### config.mk
export PLATFORM = sky130hd
export DESIGN_NAME = ssh2_packet_deframer_flat
export DESIGN_NICKNAME = d
export VERILOG_FILES = /design/src/sv/ssh2d_pkg.sv /design/src/sv/ssh2d_intf.sv /design/src/sv/ssh2d_in_stage.sv /design/src/sv/ssh2d_core.sv /design/src/sv/ssh2d_out_stage.sv /design/src/sv/ssh2_packet_deframer.sv /design/src/flat_wrapper.sv
export SDC_FILE = /design/constraint.sdc
export NUM_CORES = 1
export LEC_CHECK = 0
export BUFFER_PORTS_ARGS = -buffer_cell sky130_fd_sc_hd__buf_2
export CAP_MARGIN = 40
export CORE_UTILIZATION = 62
export CTS_BUF_LIST = sky130_fd_sc_hd__clkbuf_4
export DETAILED_ROUTE_END_ITERATION = 12
export GPL_TIMING_DRIVEN = 0
export PLACE_DENSITY = 0.82
export SLEW_MARGIN = 20
export SYNTH_ARGS = -nofsm -noshare
export SYNTH_HDL_FRONTEND = slang
export SYNTH_SLANG_ARGS = --single-unit
### constraint.sdc
create_clock -name clk_i -period 8.1 [get_ports clk_i]
set_input_delay 0.405 -clock clk_i [delete_from_list [all_inputs] [get_ports clk_i]]
set_output_delay 0.405 -clock clk_i [all_outputs]
set_load 0.01 [all_outputs]
### src/sv/ssh2d_pkg.sv
package ssh2d_pkg;

  typedef enum logic [3:0] {
    PH_LEN     = 4'b0001,
    PH_PADLEN  = 4'b0010,
    PH_PAYLOAD = 4'b0100,
    PH_PADDING = 4'b1000
  } phase_e;

  typedef enum logic [1:0] {
    KIND_PAYLOAD = 2'd0,
    KIND_DONE    = 2'd1,
    KIND_ERR     = 2'd2
  } kind_e;

  typedef enum logic [1:0] {
    ERR_NONE    = 2'd0,
    ERR_NEG_LEN = 2'd1,
    ERR_PAD_FIT = 2'd2
  } err_e;

  typedef struct packed {
    kind_e       kind;
    logic [7:0]  payload_byte;
    logic        first_of_payload;
    logic        last_of_payload;
    logic [7:0]  message_type;
    logic [30:0] payload_length;
    logic [31:0] sequence_number;
    err_e        error_code;
  } res_t;

endpackage

### src/sv/ssh2d_intf.sv
interface ssh2d_in_if;
  logic       valid;
  logic       ready;
  logic [7:0] data_byte;

  modport source (output valid, output data_byte, input ready);
  modport sink (input valid, input data_byte, output ready);
endinterface

interface ssh2d_out_if;
  logic        valid;
  logic        ready;
  logic [1:0]  kind;
  logic [7:0]  payload_byte;
  logic        first_of_payload;
  logic        last_of_payload;
  logic [7:0]  message_type;
  logic [30:0] payload_length;
  logic [31:0] sequence_number;
  logic [1:0]  error_code;

  modport source (
    output valid, output kind, output payload_byte, output first_of_payload,
    output last_of_payload, output message_type, output payload_length,
    output sequence_number, output error_code, input ready
  );
  modport sink (
    input valid, input kind, input payload_byte, input first_of_payload,
    input last_of_payload, input message_type, input payload_length,
    input sequence_number, input error_code, output ready
  );
endinterface

### src/sv/ssh2d_in_stage.sv
module ssh2d_in_stage (
  input  logic       clk_i,
  input  logic       rst_ni,
  ssh2d_in_if.sink   in_i,
  input  logic       take_i,
  output logic       step_o,
  output logic [7:0] byte_o
);
  logic       valid_q;
  logic [7:0] data_q;
  logic       in_rdy;

  // word moves on when the result side can take whatever it produces
  assign step_o     = valid_q && take_i;
  assign in_rdy     = !valid_q || take_i;
  assign in_i.ready = in_rdy;
  assign byte_o     = data_q;

  always_ff @(posedge clk_i or negedge rst_ni) begin
    if (!rst_ni) begin
      valid_q <= 1'b0;
    end else if (in_rdy) begin
      valid_q <= in_i.valid;
    end
  end

  always_ff @(posedge clk_i) begin
    if (in_rdy && in_i.valid) begin
      data_q <= in_i.data_byte;
    end
  end
endmodule

### src/sv/ssh2d_core.sv
module ssh2d_core (
  input  logic              clk_i,
  input  logic              rst_ni,
  input  logic              step_i,
  input  logic [7:0]        byte_i,
  output logic              res_vld_o,
  output ssh2d_pkg::res_t   res_o
);
  import ssh2d_pkg::*;

  phase_e      phase_q, phase_d;
  logic [31:0] acc_q, acc_d;
  logic [30:0] rem_q, rem_d;
  logic [7:0]  pad_q, pad_d;
  logic [1:0]  hdr_q, hdr_d;
  logic [7:0]  ptype_q, ptype_d;
  logic [31:0] seq_q, seq_d;
  logic        halted_q, halted_d;

  logic [31:0] acc_shift;
  logic [32:0] pad_diff;
  logic        first, last;
  logic        done, err;
  err_e        err_code;
  logic [7:0]  done_mt;
  logic [30:0] done_len;
  res_t        res;
  logic        res_vld;

  assign acc_shift = {acc_q[23:0], byte_i};
  assign pad_diff  = {1'b0, acc_q} - {25'd0, byte_i} - 33'd1;
  assign first     = (rem_q == acc_q[30:0]);
  assign last      = (rem_q <= 31'd1);

  always_comb begin
    phase_d  = phase_q;
    acc_d    = acc_q;
    rem_d    = rem_q;
    pad_d    = pad_q;
    hdr_d    = hdr_q;
    ptype_d  = ptype_q;
    seq_d    = seq_q;
    halted_d = halted_q;
    done     = 1'b0;
    err      = 1'b0;
    err_code = ERR_NONE;
    done_mt  = 8'd0;
    done_len = 31'd0;
    res      = '0;
    res_vld  = 1'b0;

    if (!halted_q) begin
      case (phase_q)
        PH_LEN: begin
          acc_d = acc_shift;
          if (hdr_q != 2'd3) begin
            hdr_d = hdr_q + 2'd1;
          end else begin
            hdr_d = 2'd0;
            if (acc_shift[31]) begin
              err      = 1'b1;
              err_code = ERR_NEG_LEN;
            end else if (acc_shift == 32'd0) begin
              err      = 1'b1;
              err_code = ERR_PAD_FIT;
            end else begin
              phase_d = PH_PADLEN;
            end
          end
        end
        PH_PADLEN: begin
          if (pad_diff[32]) begin
            err      = 1'b1;
            err_code = ERR_PAD_FIT;
          end else begin
            acc_d   = pad_diff[31:0];
            rem_d   = pad_diff[30:0];
            pad_d   = byte_i;
            ptype_d = 8'd0;
            if (pad_diff[31:0] != 32'd0) begin
              phase_d = PH_PAYLOAD;
            end else if (byte_i != 8'd0) begin
              phase_d = PH_PADDING;
            end else begin
              done = 1'b1;
            end
          end
        end
        PH_PAYLOAD: begin
          if (first) begin
            ptype_d = byte_i;
          end
          rem_d                = rem_q - 31'd1;
          res_vld              = 1'b1;
          res.kind             = KIND_PAYLOAD;
          res.payload_byte     = byte_i;
          res.first_of_payload = first;
          res.last_of_payload  = last;
          if (last) begin
            if (pad_q == 8'd0) begin
              done     = 1'b1;
              done_mt  = first ? byte_i : ptype_q;
              done_len = acc_q[30:0];
            end else begin
              phase_d = PH_PADDING;
            end
          end
        end
        PH_PADDING: begin
          pad_d = pad_q - 8'd1;
          if (pad_q <= 8'd1) begin
            done     = 1'b1;
            done_mt  = ptype_q;
            done_len = acc_q[30:0];
          end
        end
        default: begin
          phase_d = PH_LEN;
        end
      endcase
    end

    if (err) begin
      halted_d       = 1'b1;
      res_vld        = 1'b1;
      res.kind       = KIND_ERR;
      res.error_code = err_code;
    end

    // packet end: report and rearm for the next length header
    if (done) begin
      res_vld             = 1'b1;
      res.kind            = KIND_DONE;
      res.message_type    = done_mt;
      res.payload_length  = done_len;
      res.sequence_number = seq_q;
      seq_d               = seq_q + 32'd1;
      phase_d             = PH_LEN;
      acc_d               = 32'd0;
      hdr_d               = 2'd0;
      rem_d               = 31'd0;
      pad_d               = 8'd0;
    end
  end

  assign res_o     = res;
  assign res_vld_o = res_vld;

  always_ff @(posedge clk_i or negedge rst_ni) begin
    if (!rst_ni) begin
      phase_q  <= PH_LEN;
      acc_q    <= 32'd0;
      rem_q    <= 31'd0;
      pad_q    <= 8'd0;
      hdr_q    <= 2'd0;
      ptype_q  <= 8'd0;
      seq_q    <= 32'd0;
      halted_q <= 1'b0;
    end else if (step_i) begin
      phase_q  <= phase_d;
      acc_q    <= acc_d;
      rem_q    <= rem_d;
      pad_q    <= pad_d;
      hdr_q    <= hdr_d;
      ptype_q  <= ptype_d;
      seq_q    <= seq_d;
      halted_q <= halted_d;
    end
  end

  a_halt_sticky: assert property (@(posedge clk_i) disable iff (!rst_ni)
    halted_q |=> halted_q)
    else $error("halt flag cleared without reset");

  a_err_halts: assert property (@(posedge clk_i) disable iff (!rst_ni)
    step_i && err |=> halted_q)
    else $error("error word did not halt the deframer");

  a_done_rearm: assert property (@(posedge clk_i) disable iff (!rst_ni)
    step_i && done |=> phase_q == PH_LEN && hdr_q == 2'd0 && acc_q == 32'd0)
    else $error("packet end did not return to length header");

  a_seq_incr: assert property (@(posedge clk_i) disable iff (!rst_ni)
    step_i && done |=> seq_q == $past(seq_q) + 32'd1)
    else $error("sequence number did not advance by one");

  a_payload_rem: assert property (@(posedge clk_i) disable iff (!rst_ni)
    phase_q == PH_PAYLOAD |-> rem_q != 31'd0)
    else $error("payload phase with no bytes remaining");
endmodule

### src/sv/ssh2d_out_stage.sv
module ssh2d_out_stage (
  input  logic             clk_i,
  input  logic             rst_ni,
  input  logic             step_i,
  input  logic             res_vld_i,
  input  ssh2d_pkg::res_t  res_i,
  output logic             take_o,
  ssh2d_out_if.source      out_o
);
  import ssh2d_pkg::*;

  logic valid_q;
  res_t res_q;

  assign take_o = !valid_q || out_o.ready;

  always_ff @(posedge clk_i or negedge rst_ni) begin
    if (!rst_ni) begin
      valid_q <= 1'b0;
    end else if (take_o) begin
      valid_q <= step_i && res_vld_i;
    end
  end

  always_ff @(posedge clk_i) begin
    if (take_o && step_i && res_vld_i) begin
      res_q <= res_i;
    end
  end

  assign out_o.valid            = valid_q;
  assign out_o.kind             = res_q.kind;
  assign out_o.payload_byte     = res_q.payload_byte;
  assign out_o.first_of_payload = res_q.first_of_payload;
  assign out_o.last_of_payload  = res_q.last_of_payload;
  assign out_o.message_type     = res_q.message_type;
  assign out_o.payload_length   = res_q.payload_length;
  assign out_o.sequence_number  = res_q.sequence_number;
  assign out_o.error_code       = res_q.error_code;
endmodule

### src/sv/ssh2_packet_deframer.sv
// Throughput: one byte per cycle unless out_o.ready stalls the result register;
// the input register holds one byte, the result register one word, and the
// single state update path sets the pace.
// Reset (rst_ni, async, active low) clears the header state, the sequence
// counter and the halt flag; only reset clears a halt after an error.
module ssh2_packet_deframer (
  input  logic        clk_i,
  input  logic        rst_ni,
  ssh2d_in_if.sink    in_i,
  ssh2d_out_if.source out_o
);
  import ssh2d_pkg::*;

  logic       take;
  logic       step;
  logic [7:0] data;
  logic       res_vld;
  res_t       res;

  ssh2d_in_stage u_in (
    .clk_i  (clk_i),
    .rst_ni (rst_ni),
    .in_i   (in_i),
    .take_i (take),
    .step_o (step),
    .byte_o (data)
  );

  ssh2d_core u_core (
    .clk_i     (clk_i),
    .rst_ni    (rst_ni),
    .step_i    (step),
    .byte_i    (data),
    .res_vld_o (res_vld),
    .res_o     (res)
  );

  ssh2d_out_stage u_out (
    .clk_i     (clk_i),
    .rst_ni    (rst_ni),
    .step_i    (step),
    .res_vld_i (res_vld),
    .res_i     (res),
    .take_o    (take),
    .out_o     (out_o)
  );
endmodule

### src/flat_wrapper.sv
// flat-port wrapper written by rule: the top's interface ports become plain ports
module ssh2_packet_deframer_flat import ssh2d_pkg::*;
  (clk_i, rst_ni, in_i_valid, in_i_data_byte, in_i_ready, out_o_valid, out_o_kind, out_o_payload_byte, out_o_first_of_payload, out_o_last_of_payload, out_o_message_type, out_o_payload_length, out_o_sequence_number, out_o_error_code, out_o_ready);
  ssh2d_in_if in_i_i ();
  ssh2d_out_if out_o_i ();
  input  logic clk_i;
  input  logic rst_ni;
  input wire logic [$bits(in_i_i.valid)-1:0] in_i_valid;
  input wire logic [$bits(in_i_i.data_byte)-1:0] in_i_data_byte;
  output wire logic [$bits(in_i_i.ready)-1:0] in_i_ready;
  output wire logic [$bits(out_o_i.valid)-1:0] out_o_valid;
  output wire logic [$bits(out_o_i.kind)-1:0] out_o_kind;
  output wire logic [$bits(out_o_i.payload_byte)-1:0] out_o_payload_byte;
  output wire logic [$bits(out_o_i.first_of_payload)-1:0] out_o_first_of_payload;
  output wire logic [$bits(out_o_i.last_of_payload)-1:0] out_o_last_of_payload;
  output wire logic [$bits(out_o_i.message_type)-1:0] out_o_message_type;
  output wire logic [$bits(out_o_i.payload_length)-1:0] out_o_payload_length;
  output wire logic [$bits(out_o_i.sequence_number)-1:0] out_o_sequence_number;
  output wire logic [$bits(out_o_i.error_code)-1:0] out_o_error_code;
  input wire logic [$bits(out_o_i.ready)-1:0] out_o_ready;
  assign in_i_i.valid = in_i_valid;
  assign in_i_i.data_byte = in_i_data_byte;
  assign in_i_ready = in_i_i.ready;
  assign out_o_valid = out_o_i.valid;
  assign out_o_kind = out_o_i.kind;
  assign out_o_payload_byte = out_o_i.payload_byte;
  assign out_o_first_of_payload = out_o_i.first_of_payload;
  assign out_o_last_of_payload = out_o_i.last_of_payload;
  assign out_o_message_type = out_o_i.message_type;
  assign out_o_payload_length = out_o_i.payload_length;
  assign out_o_sequence_number = out_o_i.sequence_number;
  assign out_o_error_code = out_o_i.error_code;
  assign out_o_i.ready = out_o_ready;
  ssh2_packet_deframer u_core (.clk_i(clk_i), .rst_ni(rst_ni), .in_i(in_i_i), .out_o(out_o_i));
endmodule
==> qor_table.md, run 1 <==
| Parameter | This run |
|:---|:---|
| Outcome | finished, violations left |
| Violated checks | design-rule violations |
| DRC errors left | 13 |
| Die height | 139 um |
| GR Util All Layers | 40.4% |
| Final cycle utilization of the critical path | 73.6% |
| Average wire per cell in the routed design | 23.6 um |
| Sinks on Clock Net | 213 |
| Insertion delay of the later-clocked pin in the worst-skew pair | 0.72 ns |
| Proportion of synthesized chip area in sequential cells | 49.7% |
| Number of instances in the synthesized netlist | 1180 |
| Slowest cell on the critical path | nor2_4 |
| Reg2Reg Capture Point | u_core.u_out.out_o.payload_length[15]$_SDFFCE_PP0P_ |
| Normalized max-slew margin | 44.0% |
| Die Outline Area | 19400 um2 |
| Routed Antenna Nets | 0 |
| Most common cell type on the critical path | buf_12 |
| Async S/R FF share, synth | 56.3% |
| Largest stage delay on the critical path | 0.61 ns |
| Design Area, Final | 13400 um2 |
| TritonCTS clock tree | done |
| Prevailing post-synth register cell | dfrtp_1 |
| Final Total Pwr | 4.60 mW |
| Average vias per placed instance | 6.63 |
| Category of the worst setup path capture point | register |
| Synth Register Bits | 213 |
| Mean instance size in the synthesized netlist | 9.88 um2 |
| Category of the most critical setup path | reg2reg |
| Initial antenna violation count | 1 |
| Final Max Tran Viols | 0 |
| Startpoint of the worst setup timing path | u_core.u_core.acc_q[0]$_DFFE_PN0P_ |
| Tmin final | 5.96 ns |
| Site Rows | 49 |
| Warnings, synthesis | 0 |
| Gate family responsible for the most delay along the worst path | simple AND/OR/NAND/NOR gates |
| Highest net fanout along the worst path | 32 |
| Floorplan Core Area | 18200 um2 |
| Final weighted congestion of routability-driven global placement | 0.997 |
| Maximum level of the CTS H-tree | 2 |
| Reg2reg setup slack | 2.14 ns |
| Number of cells on the worst reg-to-reg path | 15 |
| CTS clock-pin slew for the worst setup and hold paths | 0.07 ns |
| Power density over cell area | 344 nW/um2 |
| Path class of the lowest-slack min-delay path | in2reg |
| Reg2reg start | u_core.u_core.acc_q[0]$_DFFE_PN0P_ |
| Count of flip-flops with a built-in enable after synthesis | 93 |
| Number of nets produced by synthesis | 1207 |
| Highest clock rate | 168 MHz |
| Largest net degree at the start of global routing | 78 |
| Layout Skew | 0.0516 ns |
| Crit-path cells | ha_1 -> fa_1 -> a21o_1 -> a221oi_4 -> o21ai_2 -> or3_1 -> xnor2_1 -> nor4_1 -> a41oi_4 -> inv_2 -> buf_6 -> nor3_1 -> nor2_4 -> buf_12 -> buf_12 |
| Worst endpoint data arrival time | 6.34 ns |
| Via count of the first global-routing pass | 10350 |
| Fraction of layout cells with a size suffix above 1 | 17.3% |
| Area growth syn-to-layout | 14.6% |
| Total global routing overflow | 0 |
| Library cell with the largest summed area after synthesis | dfrtp_1 |
| Count of unique library cells instantiated by Yosys | 82 |
| Overall via count from detail_route | 10788 |
| Count of TritonRoute iterations in the first routing pass | 10 |
| Hold violation count in the final report | 0 |
| Root Buffer Master | clkbuf_4 |
| CTS Buf Count | 53 |
| DRT iter0 DRCs | 1294 |
| Crit path capture | u_core.u_out.out_o.payload_length[15]$_SDFFCE_PP0P_ |
| Number of nets in the layout | 1378 |
| Starting density of the core | 64.0% |
| Crit path launch type | register |
| Leakage | 5.45 nW |
| Wire length after detailed routing | 38300 um |
| Transition time at the pin with the least slew margin | 0.835 ns |
| Setup repair after global routing missed its margin | false |
| Synthesized area | 11700 um2 |
| CTS max path bufs | 3 |
| Half-perimeter wire length after placement | 27200 um |
| Synth top area share | 25.5% |
| Launch point of the worst hold path | out_o_ready |
| Crit path buffers/inverters | 4 |
| Maximum Capacitance Violations | 0 |
| Count of input and output buffers | 98 |
| Top-level port count | 99 |
| Final setup violation count | 0 |
| Worst path required time | 8.48 ns |
| Worst vdd rail ir drop | 0.225 mV |
| Wire length of the first global-routing pass | 59200 um |
| Stages on worst setup path | 15 |
| Placed inst area | 12500 um2 |
| Horiz. Die Dim | 139 um |
| Post-route core utilization | 73.4% |
| Cell types with the largest area share after synthesis | dfrtp_1, edfxtp_1, xnor2_1 |
## metal layers
layer  wire (um)  vias up  GRT usage [%]
met5           0        -              0
met4        1840        0           18.5
met3        4350      165           8.84
met2       16900      755           61.9
met1       15200     5109           55.2
li1            -     4759              -
## flip-flops by register name, indices dropped and copies added, names as in the netlist
signal	flops
u_core.u_core.acc_q	32
u_core.u_core.halted_q	1
u_core.u_core.hdr_q	2
u_core.u_core.pad_q	8
u_core.u_core.phase_q	4
u_core.u_core.ptype_q	8
u_core.u_core.rem_q	31
u_core.u_core.seq_q	32
u_core.u_in.byte_o	8
u_core.u_in.valid_q	1
u_core.u_out.out_o.error_code	2
u_core.u_out.out_o.first_of_payload	1
u_core.u_out.out_o.kind	2
u_core.u_out.out_o.last_of_payload	1
u_core.u_out.out_o.message_type	8
u_core.u_out.out_o.payload_byte	8
u_core.u_out.out_o.payload_length	31
u_core.u_out.out_o.sequence_number	32
u_core.u_out.out_o.valid	1
## worst min path at each step
stage,to,slack (ns),cells after the start
floorplan,u_core.u_core.acc_q[0]$_DFFE_PN0P_,0.11,0
global placement,u_core.u_core.seq_q[31]$_DFFE_PN0P_,0.45,1
detailed placement,u_core.u_core.rem_q[15]$_DFFE_PN0P_,0.36,1
CTS,u_core.u_out.out_o.valid$_DFFE_PN0N_,0.02,3
global route,u_core.u_out.out_o.valid$_DFFE_PN0N_,0.06,3
finish,u_core.u_out.out_o.valid$_DFFE_PN0N_,0.05,3
## power breakdown
| group | total [mW] | leakage, nW | internal (mW) | switching, mW |
|---|---|---|---|---|
| Combinational | 2.04 | 2.66 | 0.662 | 1.37 |
| Clock | 0.930 | 0.419 | 0.479 | 0.451 |
| Sequential | 1.64 | 2.37 | 1.35 | 0.284 |
## synthesized netlist by cell type (all sizes together) (10+ instances only)
cell type / instances
o31ai: 22
buf: 17
inv: 21
and2: 39
nor2: 87
o211ai: 16
a22o: 10
a21oi: 52
a22oi: 11
nor3: 71
nand3: 33
dfrtp: 119
edfxtp: 93
ha: 14
o21ai: 81
xor2: 36
clkbuf: 61
and3: 42
a31oi: 10
xnor2: 50
nor4: 37
or3: 17
nand2: 108
nand4: 28
## layout make-up
type / instances / area, um2
fillers: 1331 / 4850
plain buffers: 78 / 327
flip-flops and latches: 213 / 5800
diodes: 1 / 2.50
repair buffers: 116 / 693
multi-input cells: 868 / 5470
clock inverters: 15 / 72.6
inverters: 21 / 78.8
well taps: 229 / 287
clock buffers: 85 / 638
## stage by stage
| stage | setup WS [ns] | hold slack (ns) | setup TNS (ns) | instances |
|---|---|---|---|---|
| 6_report | 2.14 | 0.0460 | 0 | 1626 |
| 3_3_place_gp | -1.30 | 0.448 | -109.37 | 1507 |
| 2_1_floorplan | 0.611 | 0.109 | 0 | 1180 |
| 4_1_cts | 2.30 | 0.0177 | 0 | 1624 |
| 3_5_place_dp | 2.35 | 0.361 | 0 | 1514 |
| 5_1_grt | 2.06 | 0.0625 | 0 | 1626 |
## repair_timing
action / CTS / global route
gates resized for setup: 0 / 0
setup buffers: 0 / 0
hold buffers: 10 / 0
endpoints found under the hold margin: 52 / 0
## cells in the final DEF, fill, tap and decap left out, types with 4 or more instances in the layout
| cell type | count |
|---|---|
| o211ai_1 | 16 |
| nand2_1 | 107 |
| clkbuf_4 | 85 |
| nand3b_1 | 6 |
| and3_1 | 42 |
| a221o_1 | 5 |
| nor3_1 | 71 |
| dlygate4sd3_1 | 10 |
| a22oi_1 | 11 |
| clkinv_1 | 11 |
| nor4_1 | 30 |
| a22o_1 | 10 |
| a31oi_1 | 9 |
| nand3_1 | 33 |
| o21ai_0 | 78 |
| or3_1 | 17 |
| or4_1 | 7 |
| or2_2 | 6 |
| buf_2 | 109 |
| clkbuf_1 | 60 |
| a32o_1 | 5 |
| a21oi_1 | 52 |
| xnor2_1 | 50 |
| nand4_1 | 28 |
| and2_1 | 39 |
| o31ai_1 | 22 |
| ha_1 | 14 |
| nand2b_1 | 5 |
| edfxtp_1 | 93 |
| nor4_4 | 5 |
| nor2_1 | 84 |
| nor4b_1 | 5 |
| a21o_1 | 9 |
| xor2_1 | 36 |
| o22ai_1 | 5 |
| buf_1 | 4 |
| dfrtp_1 | 119 |
| and4_1 | 7 |
| inv_1 | 20 |
## worst reg2reg max path, delay by kind of cell, from the launching register on
kind                     cells  cell delay (ns)
buffers and inverters        4             1.00
AO/OA/AOI/OAI                4             1.42
flip-flops                   1             0.52
adder cells (fa/ha/maj)      2             0.70
XOR/XNOR                     1             0.23
AND/OR/NAND/NOR              4             1.76
## cells by family (layout without fill, tap and decap cells)
group	after synthesis	count (layout)	synth area share [%]
muxes	2	2	0.182
AOI/OAI and AO/OA	258	258	15.1
adders and majority gates	15	15	1.67
xor gates and xnor gates	86	86	6.46
buffers and inverters	99	315	3.48
DFF	213	213	49.7
and+or+nand+nor	507	507	23.4
other	0	1	0
No activity file was read; power rests on OpenSTA's default activity.
==> run 2: changes to the inputs <==
- CORE_UTILIZATION: 62 -> 56
- PLACE_DENSITY: 0.82 -> 0.78
- clock period: 8.1 -> 4.83 ns (I/O delays scaled with it)
==> run 2 against run 1 <==
  * The flow now finishes without violations
  * Clock power up 66%
  * Sequential power is 68% higher
  * Combinational power grew 76%
  * Count of clock-buffer cells in the layout is 8 lower
  * Setup slack worse by 2.0 ns
  * Fmax increased by 27%
  * Power is 72% higher
==> qor_table.md, run 2 (synthesis gave the netlist of run 1 again) <==
| Parameter | This run | vs previous |
|:---|:---|:---|
| Crit-path cells | or4_1 -> buf_2 -> or4_4 -> nor4_4 -> nand4_1 -> nand2_2 -> and2_1 -> a41oi_4 -> inv_4 -> buf_6 -> nor3_2 -> nor2_4 -> buf_12 -> buf_12 -> buf_16 | was ha_1 -> fa_1 -> a21o_1 -> a221oi_4 -> o21ai_2 -> or3_1 -> xnor2_1 -> nor4_1 -> a41oi_4 -> inv_2 -> buf_6 -> nor3_1 -> nor2_4 -> buf_12 -> buf_12 |
| Number of cells on the worst hold path | 2 | was 3 |
| Power density over cell area | 571 nW/um2 | was 344 nW/um2 |
| Multi-input combinational cell area | 5600 um2 | was 5470 um2 |
| Wire length after detailed routing | 39700 um | was 38300 um |
| Final worst hold slack | 0.278 ns | was 0.0460 ns |
| Setup repair after global routing missed its margin | false | unchanged |
| Path class of the lowest-slack min-delay path | in2reg | unchanged |
| Final Total Pwr | 7.89 mW | was 4.60 mW |
| Number of nets in the layout | 1406 | was 1378 |
| Area growth syn-to-layout | 18.5% | was 14.6% |
| Average wire per cell in the routed design | 23.4 um | was 23.6 um |
| Floorplan Core Area | 20300 um2 | was 18200 um2 |
| Final weighted congestion of routability-driven global placement | 0.992 | was 0.997 |
| DRT iter0 DRCs | 1206 | was 1294 |
| Worst path required time | 5.21 ns | was 8.48 ns |
| TritonCTS clock tree | done | unchanged |
| Die height | 146 um | was 139 um |
| Die Outline Area | 21400 um2 | was 19400 um2 |
| Tmin final | 4.71 ns | was 5.96 ns |
| Most common cell after layout, fill and taps aside | dfrtp_1 | unchanged |
| Outcome | finished, final reports clean | was finished, violations left |
| Normalized max-slew margin | 46.3% | was 44.0% |
| Transition time at the pin with the least slew margin | 0.795 ns | was 0.835 ns |
| Setup slack after layout | 0.121 ns | was 2.14 ns |
| CTS clock-pin slew for the worst setup and hold paths | 0.07 ns | about the same |
| Sinks on Clock Net | 213 | unchanged |
| Total global routing overflow | 0 | unchanged |
| Site Rows | 52 | was 49 |
| Design Area, Final | 13800 um2 | was 13400 um2 |
| Pre-CTS setup slack | -0.635 ns | was 2.35 ns |
| Reg2Reg Capture Point | u_core.u_out.out_o.payload_length[4]$_SDFFCE_PP0P_ | was u_core.u_out.out_o.payload_length[15]$_SDFFCE_PP0P_ |
| Overall via count from detail_route | 10870 | was 10788 |
| Worst vdd rail ir drop | 0.345 mV | was 0.225 mV |
| Gate family responsible for the most delay along the worst path | simple AND/OR/NAND/NOR gates | unchanged |
| Worst Hold End | u_core.u_in.byte_o[3]$_DFFE_PP_ | was u_core.u_out.out_o.valid$_DFFE_PN0N_ |
| CTS Buf Count | 56 | was 53 |
| Most common cell type on the critical path | buf_12 | unchanged |
| Fraction of layout cells with a size suffix above 1 | 19.8% | was 17.3% |
| Reg2reg start | u_core.u_core.rem_q[15]$_DFFE_PN0P_ | was u_core.u_core.acc_q[0]$_DFFE_PN0P_ |
| CTS max path bufs | 3 | unchanged |
| Initial antenna violation count | 1 | unchanged |
| Crit path buffers/inverters | 6 | was 4 |
| Commonest cells after routing, fill and taps aside | dfrtp_1, buf_2, nand2_1, edfxtp_1, nor2_1 | was dfrtp_1, buf_2, nand2_1, edfxtp_1, clkbuf_4 |
| Count of input and output buffers | 98 | unchanged |
| GR Util All Layers | 37.7% | was 40.4% |
| Via count of the first global-routing pass | 10621 | was 10350 |
| Reg2reg setup slack | 0.12 ns | was 2.14 ns |
| Wire length of the first global-routing pass | 61200 um | was 59200 um |
| Leakage | 5.61 nW | was 5.45 nW |
| Count of TritonRoute iterations in the first routing pass | 6 | was 10 |
| Final Max Tran Viols | 0 | unchanged |
| Worst endpoint data arrival time | 5.09 ns | was 6.34 ns |
| Largest net degree at the start of global routing | 45 | was 78 |
| Horiz. Die Dim | 146 um | was 139 um |
| Hold violation count in the final report | 0 | unchanged |
| Starting density of the core | 57.5% | was 64.0% |
| Final cycle utilization of the critical path | 97.5% | was 73.6% |
| Number of cells on the worst reg-to-reg path | 15 | unchanged |
| Slowest cell on the critical path | or4_1 | was nor2_4 |
| Total Negative Setup Slacks | 0 ns | unchanged |
| Fill count | 1615 | was 1331 |
| Crit path launch type | register | unchanged |
| Placed inst area | 12700 um2 | was 12500 um2 |
| Launch point of the worst hold path | in_i_data_byte[3] | was out_o_ready |
| Category of the most critical setup path | reg2reg | unchanged |
| Area of all sequential standard cells | 5800 um2 | about the same |
| DRC errors left | 0 | was 13 |
| Maximum Capacitance Violations | 0 | unchanged |
| Routed Antenna Nets | 0 | unchanged |
| Layout Skew | 0.0639 ns | was 0.0516 ns |
| Average vias per placed instance | 6.41 | was 6.63 |
| Maximum level of the CTS H-tree | 2 | unchanged |
| Category of the worst setup path capture point | register | unchanged |
| Highest clock rate | 212 MHz | was 168 MHz |
| Final setup violation count | 0 | unchanged |
| Root Buffer Master | clkbuf_4 | unchanged |
| Insertion delay of the later-clocked pin in the worst-skew pair | 0.73 ns | was 0.72 ns |
| Largest stage delay on the critical path | 0.54 ns | was 0.61 ns |
| Highest net fanout along the worst path | 30 | was 32 |
| Top-level port count | 99 | unchanged |
| Half-perimeter wire length after placement | 28100 um | was 27200 um |
-- run 2: cell types whose count changed in the layout (fill, tap and decap cells not counted), moves of 4 or more --
cell           previous run  this run
buf_4                     3        18
clkinv_2                  1         6
clkinv_1                 11        19
xnor2_2                   0         5
xnor2_1                  50        45
clkbuf_4                 85        77
dlygate4sd3_1            10        14
-- run 2: final cells by class --
class / count / area share (%)
multi-input cells: 868 / 40.5
repair buffers: 141 / 6.98
clock inverters: 28 / 0.932
diodes: 1 / 0.0181
well taps: 270 / 2.44
inverters: 21 / 0.588
clock buffers: 77 / 4.18
plain buffers: 78 / 2.36
flip-flops and latches: 213 / 42.0
-- run 2: repair_timing --
item / CTS / global route
cloned: 0 / 1
pin swaps: 3 / 3
gates resized for setup: 15 / 11
setup endpoints to repair: 99 / 34
hold endpoints to repair: 86 / 0
buffers inserted: 4 / 13
hold buffers: 14 / 0
-- run 2: how the worst max path moves through the flow --
stage                                         from                                                  end  slack, ns  depth (start not counted)
4_1_cts        u_core.u_core.rem_q[15]$_DFFE_PN0P_   u_core.u_out.out_o.payload_length[4]$_SDFFCE_PP0P_       0.01                         15
3_5_place_dp       u_core.u_in.byte_o[7]$_DFFE_PP_  u_core.u_out.out_o.payload_length[12]$_SDFFCE_PP0P_      -0.64                         16
6_report       u_core.u_core.rem_q[15]$_DFFE_PN0P_   u_core.u_out.out_o.payload_length[4]$_SDFFCE_PP0P_       0.12                         15
3_3_place_gp       u_core.u_in.byte_o[7]$_DFFE_PP_  u_core.u_out.out_o.payload_length[19]$_SDFFCE_PP0P_      -1.69                         13
5_1_grt         u_core.u_core.acc_q[5]$_DFFE_PN0P_                  u_core.u_core.rem_q[22]$_DFFE_PN0P_       0.02                         13
2_1_floorplan   u_core.u_core.acc_q[0]$_DFFE_PN0P_       u_core.u_out.out_o.error_code[0]$_SDFFCE_PP0P_      -0.02                         13
-- run 2: stage by stage --
step                utilization [%]  std cells
finish                         68.1       1697
global placement               61.7       1548
floorplan                         -       1180
global route                   68.1       1697
CTS                            67.1       1680
detailed placement             62.4       1557
-- run 2: layer usage --
layer  track usage (%)  routed length (um)  vias to the layer above
met4              17.3                1680                        0
met5                 0                   0                        -
met2              57.4               17700                      773
met1              52.0               15800                     5143
met3              7.94                4480                      129
li1                  -                   -                     4825
-- run 2: where the power goes --
group          switching (mW)  internal [mW]  leakage (nW)
combinational            2.39           1.20          2.82
clock                   0.783          0.753         0.418
sequential              0.497           2.27          2.37
